## src/hdl/eps_pkg.sv

```systemverilog
// Package for the periodic task scheduler: sizes, register indexes,
// shared types. No dependencies.
`default_nettype none

package eps_pkg;

  localparam int NUM_TASKS  = 4;
  localparam int TIME_WIDTH = 32;

  localparam int EXEC_W     = 16;
  localparam int TICK_W     = 32;
  localparam int TASK_W     = 2;
  localparam int IDX_W      = (NUM_TASKS > 1) ? $clog2(NUM_TASKS) : 1;
  localparam int CNT_W      = 3;
  localparam int CFG_IDX_W  = 2;
  localparam int CFG_DATA_W = 64;

  typedef enum logic [CFG_IDX_W-1:0] {
    CFG_EXEC_TIMES = 2'd0,
    CFG_PERIODS    = 2'd1,
    CFG_TASK_COUNT = 2'd2
  } cfg_reg_t;

  typedef logic [TIME_WIDTH-1:0] time_t;
  typedef logic [EXEC_W-1:0]     exec_t;

  typedef struct packed {
    logic             found;
    logic [IDX_W-1:0] idx;
  } pick_t;

endpackage

`default_nettype wire

```

## src/hdl/eps_if.sv

```systemverilog
// Handshake interfaces for the scheduler's tick and result words.
// Uses no package.
`default_nettype none

interface eps_in_if;
  logic valid;
  logic ready;
  logic restart;

  modport source (output valid, output restart, input ready);
  modport sink   (input valid, input restart, output ready);
endinterface

interface eps_out_if;
  logic        valid;
  logic        ready;
  logic [31:0] tick_time;
  logic [1:0]  running_task;
  logic        idle;
  logic        missed;
  logic [1:0]  missed_task;
  logic [15:0] missed_remaining;
  logic        halted;
  logic        time_overflow;

  modport source (output valid, output tick_time, output running_task, output idle,
                  output missed, output missed_task, output missed_remaining,
                  output halted, output time_overflow, input ready);
  modport sink   (input valid, input tick_time, input running_task, input idle,
                  input missed, input missed_task, input missed_remaining,
                  input halted, input time_overflow, output ready);
endinterface

`default_nettype wire

```

## src/hdl/edf_periodic_task_scheduler_core.sv

```systemverilog
// Periodic task scheduler, earliest deadline first: takes tick words and
// gives a result word for each. Depends on eps_pkg, eps_if and eps_pick.
//
// Each accepted word is one time tick. The word lands in an input register;
// when the output register is free or being read, the release, deadline-miss,
// selection and re-arm logic runs on the task state and the result goes into
// the output register. The block sustains one word per cycle while results
// are taken; the combinational task state update loop (release, miss check,
// four-way deadline compare, re-arm) sets that rate. The output register
// lets a tick be accepted while a result waits. Registers: 0 execution
// times, 1 periods, 2 task count. After reset all deadlines are zero, so
// the first tick reports a miss of task 0.
`default_nettype none

module edf_periodic_task_scheduler_core (
  input  logic                             clk,
  input  logic                             rst_n,
  eps_in_if.sink                           in_ch,
  eps_out_if.source                        out_ch,
  input  logic                             cfg_we,
  input  logic [eps_pkg::CFG_IDX_W-1:0]    cfg_index,
  input  logic [eps_pkg::CFG_DATA_W-1:0]   cfg_wdata
);
  import eps_pkg::*;

  typedef struct packed {
    logic [TICK_W-1:0] tick_time;
    logic [TASK_W-1:0] running_task;
    logic              idle;
    logic              missed;
    logic [TASK_W-1:0] missed_task;
    exec_t             missed_remaining;
    logic              halted;
    logic              time_overflow;
  } res_t;

  // config
  logic [CFG_DATA_W-1:0] exec_times_r;
  logic [CFG_DATA_W-1:0] periods_r;
  logic [CNT_W-1:0]      task_count_r;

  // input stage
  logic s1_valid_r;
  logic s1_restart_r;
  logic fire;

  // task state
  time_t                time_now_r, time_now_nxt;
  time_t                deadline_r [NUM_TASKS];
  time_t                deadline_nxt [NUM_TASKS];
  time_t                release_r [NUM_TASKS];
  time_t                release_nxt [NUM_TASKS];
  exec_t                remain_r [NUM_TASKS];
  exec_t                remain_nxt [NUM_TASKS];
  logic [NUM_TASKS-1:0] ready_r, ready_nxt;
  logic                 stopped_r, stopped_nxt;

  // effective state after an optional restart
  time_t                t_eff;
  time_t                deadline_eff [NUM_TASKS];
  time_t                release_eff [NUM_TASKS];
  exec_t                remain_eff [NUM_TASKS];
  logic [NUM_TASKS-1:0] ready_eff;
  logic                 stopped_eff;

  logic [CNT_W-1:0]     n_use;
  logic [NUM_TASKS-1:0] active;
  logic [NUM_TASKS-1:0] ready_rel;
  logic                 miss_seen;
  logic [IDX_W-1:0]     miss_idx;
  logic                 at_max;
  pick_t                pick;

  logic              out_valid_r;
  res_t              res_r, res_nxt;

  // configuration writes
  always_ff @(posedge clk) begin
    if (!rst_n) begin
      exec_times_r <= '0;
      periods_r    <= '0;
      task_count_r <= CNT_W'(1);
    end else if (cfg_we) begin
      unique case (cfg_index)
        CFG_EXEC_TIMES: exec_times_r <= cfg_wdata;
        CFG_PERIODS:    periods_r    <= cfg_wdata;
        CFG_TASK_COUNT: task_count_r <= cfg_wdata[CNT_W-1:0];
        default: ;
      endcase
    end
  end

  assign fire        = s1_valid_r && (!out_valid_r || out_ch.ready);
  assign in_ch.ready = !s1_valid_r || fire;

  always_ff @(posedge clk) begin
    if (!rst_n) begin
      s1_valid_r <= 1'b0;
    end else if (in_ch.valid && in_ch.ready) begin
      s1_valid_r <= 1'b1;
    end else if (fire) begin
      s1_valid_r <= 1'b0;
    end
  end

  always_ff @(posedge clk) begin
    if (in_ch.valid && in_ch.ready) begin
      s1_restart_r <= in_ch.restart;
    end
  end

  // restart reloads from the current registers
  always_comb begin
    for (int k = 0; k < NUM_TASKS; k++) begin
      if (s1_restart_r) begin
        deadline_eff[k] = time_t'(periods_r[EXEC_W*k +: EXEC_W]);
        release_eff[k]  = '0;
        remain_eff[k]   = exec_times_r[EXEC_W*k +: EXEC_W];
      end else begin
        deadline_eff[k] = deadline_r[k];
        release_eff[k]  = release_r[k];
        remain_eff[k]   = remain_r[k];
      end
    end
    ready_eff   = s1_restart_r ? '1 : ready_r;
    t_eff       = s1_restart_r ? '0 : time_now_r;
    stopped_eff = s1_restart_r ? 1'b0 : stopped_r;
  end

  always_comb begin
    if (task_count_r == '0) begin
      n_use = CNT_W'(1);
    end else if (task_count_r > CNT_W'(NUM_TASKS)) begin
      n_use = CNT_W'(NUM_TASKS);
    end else begin
      n_use = task_count_r;
    end
    for (int k = 0; k < NUM_TASKS; k++) begin
      active[k] = CNT_W'(k) < n_use;
    end
  end

  assign at_max = (t_eff == '1);

  // release in index order, stopping after the first miss
  always_comb begin
    miss_seen = 1'b0;
    miss_idx  = '0;
    ready_rel = ready_eff;
    for (int k = 0; k < NUM_TASKS; k++) begin
      if (!miss_seen && active[k] && release_eff[k] == t_eff) begin
        ready_rel[k] = 1'b1;
      end
      if (!miss_seen && active[k] && deadline_eff[k] == t_eff) begin
        miss_seen = 1'b1;
        miss_idx  = IDX_W'(k);
      end
    end
  end

  eps_pick u_pick (
    .cand_i     (ready_rel & active),
    .deadline_i (deadline_eff),
    .pick_o     (pick)
  );

  always_comb begin
    logic [TIME_WIDTH:0] dl_sum;
    exec_t               per;
    time_now_nxt = t_eff;
    deadline_nxt = deadline_eff;
    release_nxt  = release_eff;
    remain_nxt   = remain_eff;
    ready_nxt    = ready_eff;
    stopped_nxt  = stopped_eff;
    dl_sum       = '0;
    per          = '0;

    res_nxt           = '0;
    res_nxt.tick_time = TICK_W'(t_eff);
    res_nxt.idle      = 1'b1;

    priority if (stopped_eff) begin
      res_nxt.halted = 1'b1;
    end else if (at_max) begin
      stopped_nxt           = 1'b1;
      res_nxt.halted        = 1'b1;
      res_nxt.time_overflow = 1'b1;
    end else if (miss_seen) begin
      stopped_nxt              = 1'b1;
      ready_nxt                = ready_rel;
      res_nxt.halted           = 1'b1;
      res_nxt.missed           = 1'b1;
      res_nxt.missed_task      = TASK_W'(miss_idx);
      res_nxt.missed_remaining = remain_eff[miss_idx];
    end else begin
      ready_nxt    = ready_rel;
      time_now_nxt = t_eff + time_t'(1);
      if (pick.found) begin
        res_nxt.idle         = 1'b0;
        res_nxt.running_task = TASK_W'(pick.idx);
        if (remain_eff[pick.idx] <= exec_t'(1)) begin
          per    = periods_r[EXEC_W*pick.idx +: EXEC_W];
          dl_sum = {1'b0, deadline_eff[pick.idx]} + (TIME_WIDTH+1)'(per);
          release_nxt[pick.idx]  = deadline_eff[pick.idx];
          deadline_nxt[pick.idx] = dl_sum[TIME_WIDTH] ? '1 : dl_sum[TIME_WIDTH-1:0];
          remain_nxt[pick.idx]   = exec_times_r[EXEC_W*pick.idx +: EXEC_W];
          ready_nxt[pick.idx]    = 1'b0;
        end else begin
          remain_nxt[pick.idx] = remain_eff[pick.idx] - exec_t'(1);
        end
      end
    end
  end

  always_ff @(posedge clk) begin
    if (!rst_n) begin
      time_now_r <= '0;
      stopped_r  <= 1'b0;
      ready_r    <= '1;
      for (int k = 0; k < NUM_TASKS; k++) begin
        deadline_r[k] <= '0;
        release_r[k]  <= '0;
        remain_r[k]   <= '0;
      end
    end else if (fire) begin
      time_now_r <= time_now_nxt;
      stopped_r  <= stopped_nxt;
      ready_r    <= ready_nxt;
      deadline_r <= deadline_nxt;
      release_r  <= release_nxt;
      remain_r   <= remain_nxt;
    end
  end

  // result register
  always_ff @(posedge clk) begin
    if (!rst_n) begin
      out_valid_r <= 1'b0;
    end else if (fire) begin
      out_valid_r <= 1'b1;
    end else if (out_ch.ready) begin
      out_valid_r <= 1'b0;
    end
  end

  always_ff @(posedge clk) begin
    if (fire) begin
      res_r <= res_nxt;
    end
  end

  assign out_ch.valid            = out_valid_r;
  assign out_ch.tick_time        = res_r.tick_time;
  assign out_ch.running_task     = res_r.running_task;
  assign out_ch.idle             = res_r.idle;
  assign out_ch.missed           = res_r.missed;
  assign out_ch.missed_task      = res_r.missed_task;
  assign out_ch.missed_remaining = res_r.missed_remaining;
  assign out_ch.halted           = res_r.halted;
  assign out_ch.time_overflow    = res_r.time_overflow;

`ifndef SYNTHESIS
  a_halt_sticks: assert property (@(posedge clk) disable iff (!rst_n)
    fire && (res_nxt.missed || res_nxt.time_overflow) |=> stopped_r)
    else $error("miss or overflow did not halt");

  a_time_step: assert property (@(posedge clk) disable iff (!rst_n)
    fire && !res_nxt.halted |=> time_now_r == $past(t_eff) + time_t'(1))
    else $error("time did not advance on a running tick");

  a_run_not_halt: assert property (@(posedge clk) disable iff (!rst_n)
    fire && !res_nxt.idle |-> !res_nxt.halted && !res_nxt.missed)
    else $error("task granted on a halted tick");

  a_stage_hold: assert property (@(posedge clk) disable iff (!rst_n)
    s1_valid_r && !fire |=> s1_valid_r)
    else $error("tick word dropped in input stage");
`endif

endmodule

`default_nettype wire

```

## src/hdl/eps_pick.sv

```systemverilog
// Earliest-deadline selection among candidate tasks, lower index wins ties.
// Depends on eps_pkg.
`default_nettype none

module eps_pick (
  input  logic [eps_pkg::NUM_TASKS-1:0] cand_i,
  input  eps_pkg::time_t                deadline_i [eps_pkg::NUM_TASKS],
  output eps_pkg::pick_t                pick_o
);
  import eps_pkg::*;

  always_comb begin
    time_t best_dl;
    pick_o  = '0;
    best_dl = '0;
    for (int k = 0; k < NUM_TASKS; k++) begin
      if (cand_i[k] && (!pick_o.found || deadline_i[k] < best_dl)) begin
        pick_o.found = 1'b1;
        pick_o.idx   = IDX_W'(k);
        best_dl      = deadline_i[k];
      end
    end
  end

endmodule

`default_nettype wire
```

## src/flat_wrapper.sv

```systemverilog
// flat-port wrapper written by rule: the top's interface ports become plain ports
module edf_periodic_task_scheduler_core_flat import eps_pkg::*;
  (clk, rst_n, cfg_we, cfg_index, cfg_wdata, in_ch_valid, in_ch_restart, in_ch_ready, out_ch_valid, out_ch_tick_time, out_ch_running_task, out_ch_idle, out_ch_missed, out_ch_missed_task, out_ch_missed_remaining, out_ch_halted, out_ch_time_overflow, out_ch_ready);
  eps_in_if in_ch_i ();
  eps_out_if out_ch_i ();
  input  logic clk;
  input  logic rst_n;
  input  logic cfg_we;
  input  logic [eps_pkg::CFG_IDX_W-1:0] cfg_index;
  input  logic [eps_pkg::CFG_DATA_W-1:0] cfg_wdata;
  input wire logic [$bits(in_ch_i.valid)-1:0] in_ch_valid;
  input wire logic [$bits(in_ch_i.restart)-1:0] in_ch_restart;
  output wire logic [$bits(in_ch_i.ready)-1:0] in_ch_ready;
  output wire logic [$bits(out_ch_i.valid)-1:0] out_ch_valid;
  output wire logic [$bits(out_ch_i.tick_time)-1:0] out_ch_tick_time;
  output wire logic [$bits(out_ch_i.running_task)-1:0] out_ch_running_task;
  output wire logic [$bits(out_ch_i.idle)-1:0] out_ch_idle;
  output wire logic [$bits(out_ch_i.missed)-1:0] out_ch_missed;
  output wire logic [$bits(out_ch_i.missed_task)-1:0] out_ch_missed_task;
  output wire logic [$bits(out_ch_i.missed_remaining)-1:0] out_ch_missed_remaining;
  output wire logic [$bits(out_ch_i.halted)-1:0] out_ch_halted;
  output wire logic [$bits(out_ch_i.time_overflow)-1:0] out_ch_time_overflow;
  input wire logic [$bits(out_ch_i.ready)-1:0] out_ch_ready;
  assign in_ch_i.valid = in_ch_valid;
  assign in_ch_i.restart = in_ch_restart;
  assign in_ch_ready = in_ch_i.ready;
  assign out_ch_valid = out_ch_i.valid;
  assign out_ch_tick_time = out_ch_i.tick_time;
  assign out_ch_running_task = out_ch_i.running_task;
  assign out_ch_idle = out_ch_i.idle;
  assign out_ch_missed = out_ch_i.missed;
  assign out_ch_missed_task = out_ch_i.missed_task;
  assign out_ch_missed_remaining = out_ch_i.missed_remaining;
  assign out_ch_halted = out_ch_i.halted;
  assign out_ch_time_overflow = out_ch_i.time_overflow;
  assign out_ch_i.ready = out_ch_ready;
  edf_periodic_task_scheduler_core u_core (.clk(clk), .rst_n(rst_n), .in_ch(in_ch_i), .out_ch(out_ch_i), .cfg_we(cfg_we), .cfg_index(cfg_index), .cfg_wdata(cfg_wdata));
endmodule
```

## config.mk

```make
export PLATFORM = sky130hd
export DESIGN_NAME = edf_periodic_task_scheduler_core_flat
export DESIGN_NICKNAME = d
export VERILOG_FILES = /design/src/hdl/eps_pkg.sv /design/src/hdl/eps_if.sv /design/src/hdl/edf_periodic_task_scheduler_core.sv /design/src/hdl/eps_pick.sv /design/src/flat_wrapper.sv
export SDC_FILE = /design/constraint.sdc
export NUM_CORES = 2
export LEC_CHECK = 0
export BUFFER_PORTS_ARGS = -buffer_cell sky130_fd_sc_hd__buf_2
export CAP_MARGIN = 40
export CORE_ASPECT_RATIO = 0.6
export CORE_MARGIN = 4
export CORE_UTILIZATION = 40
export CTS_CLUSTER_DIAMETER = 120
export DETAILED_ROUTE_END_ITERATION = 10
export SETUP_SLACK_MARGIN = 0.02
export SYNTH_ARGS = -nofsm -noshare
export SYNTH_HDL_FRONTEND = slang
export SYNTH_SLANG_ARGS = --single-unit
```

## constraint.sdc

```tcl
create_clock -name clk -period 17.8 [get_ports clk]
set_clock_uncertainty 0.2 [all_clocks]
set_input_delay 3.56 -clock clk [delete_from_list [all_inputs] [get_ports clk]]
set_output_delay 3.56 -clock clk [all_outputs]
set_load 0.01 [all_outputs]
```

# [Word level (Yosys, flattened, before mapping)]
# Cells that the tools add are included.
[word_totals] memories=0 input_bits=72 ram_bits=0 latch_bits=0 rom_bits=0 ff_bits=547
[classes] bitwise=7 div=0 n_lt_le_gt_ge=14 n_addsub=3 n_eq_ne=11 shift=2 multipliers=0 n_reduce_logical=42 muxes=88
[op_table] operator="two-way mux 128 bit" n=10
[op_table] operator="two-way mux 32 bit" n=19
[op_table] operator="two-way mux 64 bit" n=5
[op_table] operator="bitwise mux 128 bit" n=2
[op_table] operator="== test 32 bit" n=8
[op_table] operator="two-way mux 16 bit" n=9
[op_table] operator="bitwise mux 64 bit" n=2
[op_table] operator="variable part select 64 x 7 -> 16 bit" n=2
[op_table] operator="less-than comparator 32 bit" n=3
[op_table] operator="binary-select mux 16 bit (select 2 bit)" n=2
[op_table] operator="binary-select mux 32 bit (select 2 bit)" n=1
[op_table] operator="demux 32 bit (select 2 bit)" n=1
[op_table] operator="adder 32 x 16 -> 33 bit" n=1
[op_table] operator="adder 32 x 1 -> 32 bit, second input constant" n=1
[op_table] operator="demux 16 bit (select 2 bit)" n=1
[op_table] operator="== test 32 bit, second input constant" n=1
[op_table] operator="two-way mux 4 bit" n=6
[op_table] operator="two-way mux 1 bit" n=20
[op_table] operator="two-way mux 20 bit" n=1
[op_table] operator="logical AND 1 bit" n=18
[op_table] operator="two-way mux 3 bit" n=6
[op_table] operator="<= comparator 16 x 1 -> 1 bit, second input constant" n=1
[op_table] operator="subtractor 16 x 1 -> 16 bit, second input constant" n=1
[op_table] operator="AND 4 bit" n=2
[op_table] operator="other kinds (23)" n=44

# [Depth between registers and ports, before layout]
[depth] word_depth=44 mapped_depth=88 mapped_depth_nobuf=57

# [Modules after synthesis]
# A second synthesis with hierarchy kept.
[unflattened] hier_cells=3891 hier_area_um2=34505.6
[by_module_without_submodules] mod="edf_periodic_task_scheduler_core" instances=1 area_per_inst_um2=31283.8 seq_area_each_um2=11521.0 cells_per_inst=3454
[by_module_without_submodules] mod="eps_pick" instances=1 area_per_inst_um2=3221.8 seq_area_each_um2=0.0 cells_per_inst=437

# [Worst setup path after synthesis]
# No wires, ideal clock.
[synth_path] path_type="flip-flop to flip-flop" startpoint="reg u_core.s1_restart_r" endpoint="reg u_core.deadline_r[38] (netlist bit)" path_stages_with_launch=88 synth_period_minus_slack_ns=17.375 t_arrival_ns=17.105 setup_time_ns=0.070 path_slack_ns=0.425 path_cell_list="edfxtp_1 -> buf_2 -> buf_2 -> buf_4 -> buf_6 -> buf_4 -> buf_2 -> buf_4 -> buf_6 -> buf_2 -> buf_4 -> buf_4 -> buf_2 -> buf_2 -> buf_2 -> buf_2 -> buf_2 -> buf_2 -> [52 not listed] -> ha_1 -> inv_1 -> fa_1 -> nor2b_1 -> o21ai_0 -> a21boi_0 -> o21ai_0 -> nand2_1 -> a21o_1 -> a41o_1 -> o41ai_1 -> o21a_1 -> o21a_1 -> nor4_4 -> nand2_1 -> clkbuf_1 -> a311o_1 -> a21oi_1"
[synth_via] elab_chain_cells=31 word_cells_on_any_way=88 cone_classes="1 x add/sub; 6 x order compare; 9 x eq/ne; 1 x shift; 45 x mux; 2 x bitwise; 24 x reduce/logical"
[synth_rtl] element="from (decl)" line="edf_periodic_task_scheduler_core.sv:44" rtl="logic s1_restart_r;"
[synth_rtl] element="from (signal assigned)" line="edf_periodic_task_scheduler_core.sv:108" rtl="s1_restart_r <= in_ch.restart;"
[synth_rtl] element="parallel branches: the longest is 30 deep, another holds less-than comparator 32 bit"
[synth_rtl] element="two-way mux 128 bit (*)" line="edf_periodic_task_scheduler_core.sv:183" rtl="priority if (stopped_eff) begin"
[synth_rtl] element="to (signal assigned)" line="edf_periodic_task_scheduler_core.sv:230" rtl="deadline_r <= deadline_nxt;"
[synth_rtl] element="to (decl)" line="edf_periodic_task_scheduler_core.sv:49" rtl="time_t deadline_r [NUM_TASKS];"
# Mark *: on every way between the ends. The select of a mux whose other input is x is not followed.
# A chain may end at the register's enable or synchronous reset.

# [Final worst setup path]
[layout_path] startpoint="reg u_core.time_now_r[2]" endpoint="reg u_core.deadline_r[31] (netlist bit)"
[layout_via] elab_chain_cells=31 word_cells_on_any_way=74 cone_classes="1 x add/sub; 6 x order compare; 9 x eq/ne; 1 x shift; 31 x mux; 2 x bitwise; 24 x reduce/logical"
[layout_rtl] element="from (decl)" line="edf_periodic_task_scheduler_core.sv:48" rtl="time_t time_now_r, time_now_nxt;"
[layout_rtl] element="from (signal assigned)" line="edf_periodic_task_scheduler_core.sv:227" rtl="time_now_r <= time_now_nxt;"
[layout_rtl] element="two-way mux 32 bit (*)" line="edf_periodic_task_scheduler_core.sv:126" rtl="t_eff = s1_restart_r ? '0 : time_now_r;"
[layout_rtl] element="parallel branches: the longest is 28 deep, another holds less-than comparator 32 bit"
[layout_rtl] element="two-way mux 128 bit (*)" line="edf_periodic_task_scheduler_core.sv:185" rtl="end else if (at_max) begin"
[layout_rtl] element="two-way mux 128 bit (*)" line="edf_periodic_task_scheduler_core.sv:183"
# Marked as above.

==> results.json <==
{
  "status": "completed",
  "period_needed_ns": 16.34,
  "port_buffers": 129,
  "hp-start": "u_core.release_r[48]",
  "holdCritPathClass": "reg2reg",
  "p_leak_nw": 15.45,
  "synth_flop_cell": "dfxtp_1",
  "cap_violations": 0,
  "reg2reg_to": "u_core.deadline_r[31]",
  "rr_worst_depth": 59,
  "ys_seq_area_share_pct": 33.65,
  "place_hpwl_mm": 155.1,
  "whs_ns": 0.2623,
  "num-nets-final": 4649,
  "core.rowCount": 82,
  "irDropWorstVdd_mv": 0.08074,
  "ctsResizeCount": 0,
  "ant_nets": 0,
  "fp.dieH_microns": 234.6,
  "hold_viol": 0,
  "wl_mm": 203.6,
  "grt.total_usage_pct": 43.06,
  "whs_endpoint": "u_core.release_r[48]",
  "tightestPinTransition_ns": 0.9623,
  "arrival_ns": 16.69,
  "cts_buffer_depth": 3,
  "async_reset_ff_share_pct": 0,
  "dr_total_vias": 37780,
  "rsz0062_at_grt": "no",
  "cts_tree": "built",
  "drt-initial-drc-count": 6814,
  "clk_latency_ns": 0.66,
  "critPathCaptureType": "flip-flop",
  "seqPwrFrac_pct": 34.4,
  "drt_pass1_iterations": 7,
  "cts_hold_buf": 0,
  "rr_startpoint": "u_core.time_now_r[2]",
  "path_class": "reg2reg",
  "p_comb_share_pct": 32.3,
  "grt_overflow": 0,
  "p_int_mw": 2.409,
  "syn_area_sq_mm": 0.03424,
  "syn2layout_area_growth_pct": 13.42,
  "cts_sinks": 547,
  "dp.cells": 5538,
  "pin_count": 130,
  "p_sw_share_pct": 38.86,
  "die_w_microns": 385.7,
  "synthDistinctLibCells": 100,
  "instances_no_fill": 5651,
  "wl_per_cell_microns": 36.03,
  "syn_avg_cell_area_sq_um": 7.822,
  "pre_cts_slack_ns": 2.215,
  "drive_gt1_share_pct": 13.02,
  "max_stage_delay_ns": 0.76,
  "ys_ff_latch": 547,
  "syn-num-nets": 4562,
  "die_area_sq_mm": 0.09049,
  "crit_fanout": 28,
  "setup_violations": 0,
  "core-area_sq_mm": 0.08413,
  "drc_errors": 0,
  "synth_edf_count": 57,
  "fin_crit_sh_pct": 91.78,
  "required_ns": 18.15,
  "timing.final.max_slew_violations": 0,
  "setup_slack_ns": 1.463,
  "cts_root_buffer": "clkbuf_16",
  "antenna_found_initial": 7,
  "gp_congestion": 1.064,
  "cts_max_level": 2,
  "cts_made_buffers": 56,
  "grt_pass1_wl_mm": 276.2,
  "avgViaCountPerCell": 6.685,
  "power.share.clock_pct": 33.3,
  "start_util_pct": 40.70,
  "critPathSlowestCell": "dfxtp_1",
  "grt_max_degree": 113,
  "first_global_vias": 32540,
  "fmax_mhz": 61.21,
  "p_switching_mw": 1.531,
  "relSlewSlack_pct": 35.25,
  "fin_setup_tns_ns": 0,
  "synthesis.instances": 4377,
  "yosysWarnings": 0,
  "worst-r2r-setup-slack_ns": 1.46,
  "clk_pin_slew_ns": 0.07,
  "post_cts_buffers": 0,
  "holdPathStages": 2,
  "start_kind": "flip-flop",
  "power_density_mw_per_mm2": 101.5
}
[cell usage after synthesis (all sizes together), types with 14 or more instances]
| master | n | area, sq um |
|---|---|---|
| a2111oi | 26 | 266.5 |
| a211oi | 34 | 255.2 |
| a21o | 25 | 187.7 |
| a21oi | 379 | 1897 |
| a22o | 39 | 341.6 |
| a22oi | 19 | 142.6 |
| a311o | 23 | 230.2 |
| a31oi | 48 | 300.3 |
| and2 | 26 | 162.7 |
| and3 | 27 | 168.9 |
| buf | 133 | 734.4 |
| clkbuf | 181 | 679.4 |
| dfxtp | 490 | 9809 |
| edfxtp | 57 | 1712 |
| ha | 112 | 1401 |
| inv | 105 | 394.1 |
| mux2 | 68 | 765.7 |
| mux2i | 137 | 1371 |
| nand2 | 815 | 3064 |
| nand2b | 47 | 294.0 |
| nand3 | 93 | 470.5 |
| nand4 | 53 | 331.6 |
| nor2 | 343 | 1295 |
| nor2b | 74 | 462.9 |
| nor3 | 77 | 449.2 |
| nor4 | 48 | 330.3 |
| o2111ai | 20 | 175.2 |
| o211ai | 23 | 177.7 |
| o21a | 46 | 346.6 |
| o21ai | 251 | 1256 |
| o221a | 14 | 157.7 |
| o221ai | 51 | 446.7 |
| o22ai | 50 | 312.8 |
| o2bb2ai | 20 | 175.2 |
| o31ai | 23 | 191.4 |
| or3 | 19 | 118.9 |
| xnor2 | 94 | 823.3 |
| xor2 | 108 | 945.9 |
[worst max-delay path by stage]
stage | from | to | slack, ns | depth (start not counted)
detailed placement | u_core.time_now_r[2] | u_core.deadline_r[31] | 2.21 | 59
global placement | u_core.time_now_r[8] | u_core.deadline_r[31] | 2.07 | 59
global route | u_core.time_now_r[2] | u_core.deadline_r[31] | 0.88 | 59
floorplan | u_core.s1_restart_r | u_core.deadline_r[38] | 0.42 | 87
CTS | u_core.time_now_r[2] | u_core.deadline_r[31] | 2.10 | 59
finish | u_core.time_now_r[2] | u_core.deadline_r[31] | 1.46 | 59
[sequential cells by signal, indices dropped and copies added (netlist names)]
name / count
u_core.deadline_r: 128
u_core.release_r: 128
u_core.exec_times_r: 64
u_core.periods_r: 64
u_core.remain_r: 64
u_core.out_ch.tick_time: 32
u_core.time_now_r: 32
u_core.out_ch.missed_remaining: 16
u_core.ready_r: 4
u_core.task_count_r: 3
u_core.out_ch.missed_task: 2
u_core.out_ch.running_task: 2
u_core.out_ch.halted: 1
u_core.out_ch.idle: 1
u_core.out_ch.missed: 1
u_core.out_ch.time_overflow: 1
u_core.out_ch.valid: 1
u_core.s1_restart_r: 1
u_core.s1_valid_r: 1
u_core.stopped_r: 1
[cells by family (layout without fill, tap and decap cells)]
family / Yosys count / in the layout / share of synthesized area, %
AND/OR/NAND/NOR: 1668 / 1668 / 21.90
AO/OA/AOI/OAI: 1219 / 1219 / 23.53
flip-flops: 547 / 547 / 33.65
buffers and inverters: 423 / 553 / 5.354
multiplexers: 205 / 205 / 6.242
XOR/XNOR: 202 / 202 / 5.167
adder cells (fa/ha/maj): 113 / 113 / 4.151
other: 0 / 10 / 0
[power groups by stage]
stage / clock network (mW) / logic [mW] / registers [mW]
after floorplan: 0 / 0.704 / 1.34
after global placement: 0 / 1.19 / 1.38
after detailed placement: 0 / 1.19 / 1.38
after CTS: 1.30 / 1.20 / 1.35
after global routing: 1.36 / 1.31 / 1.35
final: 1.31 / 1.27 / 1.36
[cells in the final DEF, fill, tap and decap left out, types with 66 or more instances in the layout]
cell,count
nor2b_1,74
xnor2_1,94
nand2_1,810
mux2i_1,137
buf_2,128
nor2_1,335
nand3_1,92
o21ai_0,233
nor3_1,68
mux2_2,66
inv_1,97
xor2_1,108
buf_4,195
a21oi_1,379
dfxtp_1,490
ha_1,112
[area by class of cell]
type,instances,area [sq um]
tap,1134,1419
multi-input combinational,3407,21010
clock inverter,17,221.5
timing repair buffer,345,2496
clock buffer,84,1723
sequential,547,11520
fill,8556,45300
inverter,107,414.1
antenna,10,25.02
[critical path, delay by kind of cell (launching register included)]
family / cells / cell delay [ns]
compound gates: 30 / 7.93
simple gates: 17 / 3.93
buf+inv: 8 / 2.00
fa+ha+maj: 4 / 1.31
flops: 1 / 0.76
[metrics by stage]
step | util (%) | cell area (sq um) | total power [mW]
finish | 46.16 | 38830 | 3.940
global route | 46.13 | 38810 | 4.022
CTS | 46.11 | 38790 | 3.855
detailed placement | 43.80 | 36850 | 2.571
global placement | 43.55 | 36640 | 2.570
floorplan | - | 34240 | 2.046
[metal layers]
| layer | global-route usage, % | wire (microns) | vias up |
|---|---|---|---|
| li1 | - | - | 15880 |
| met1 | 64.08 | 88810 | 18360 |
| met2 | 50.56 | 70040 | 3175 |
| met3 | 26.52 | 39240 | 350 |
| met4 | 8.694 | 5200 | 8 |
| met5 | 1.746 | 298 | - |
(Power assumes the default switching activity.)
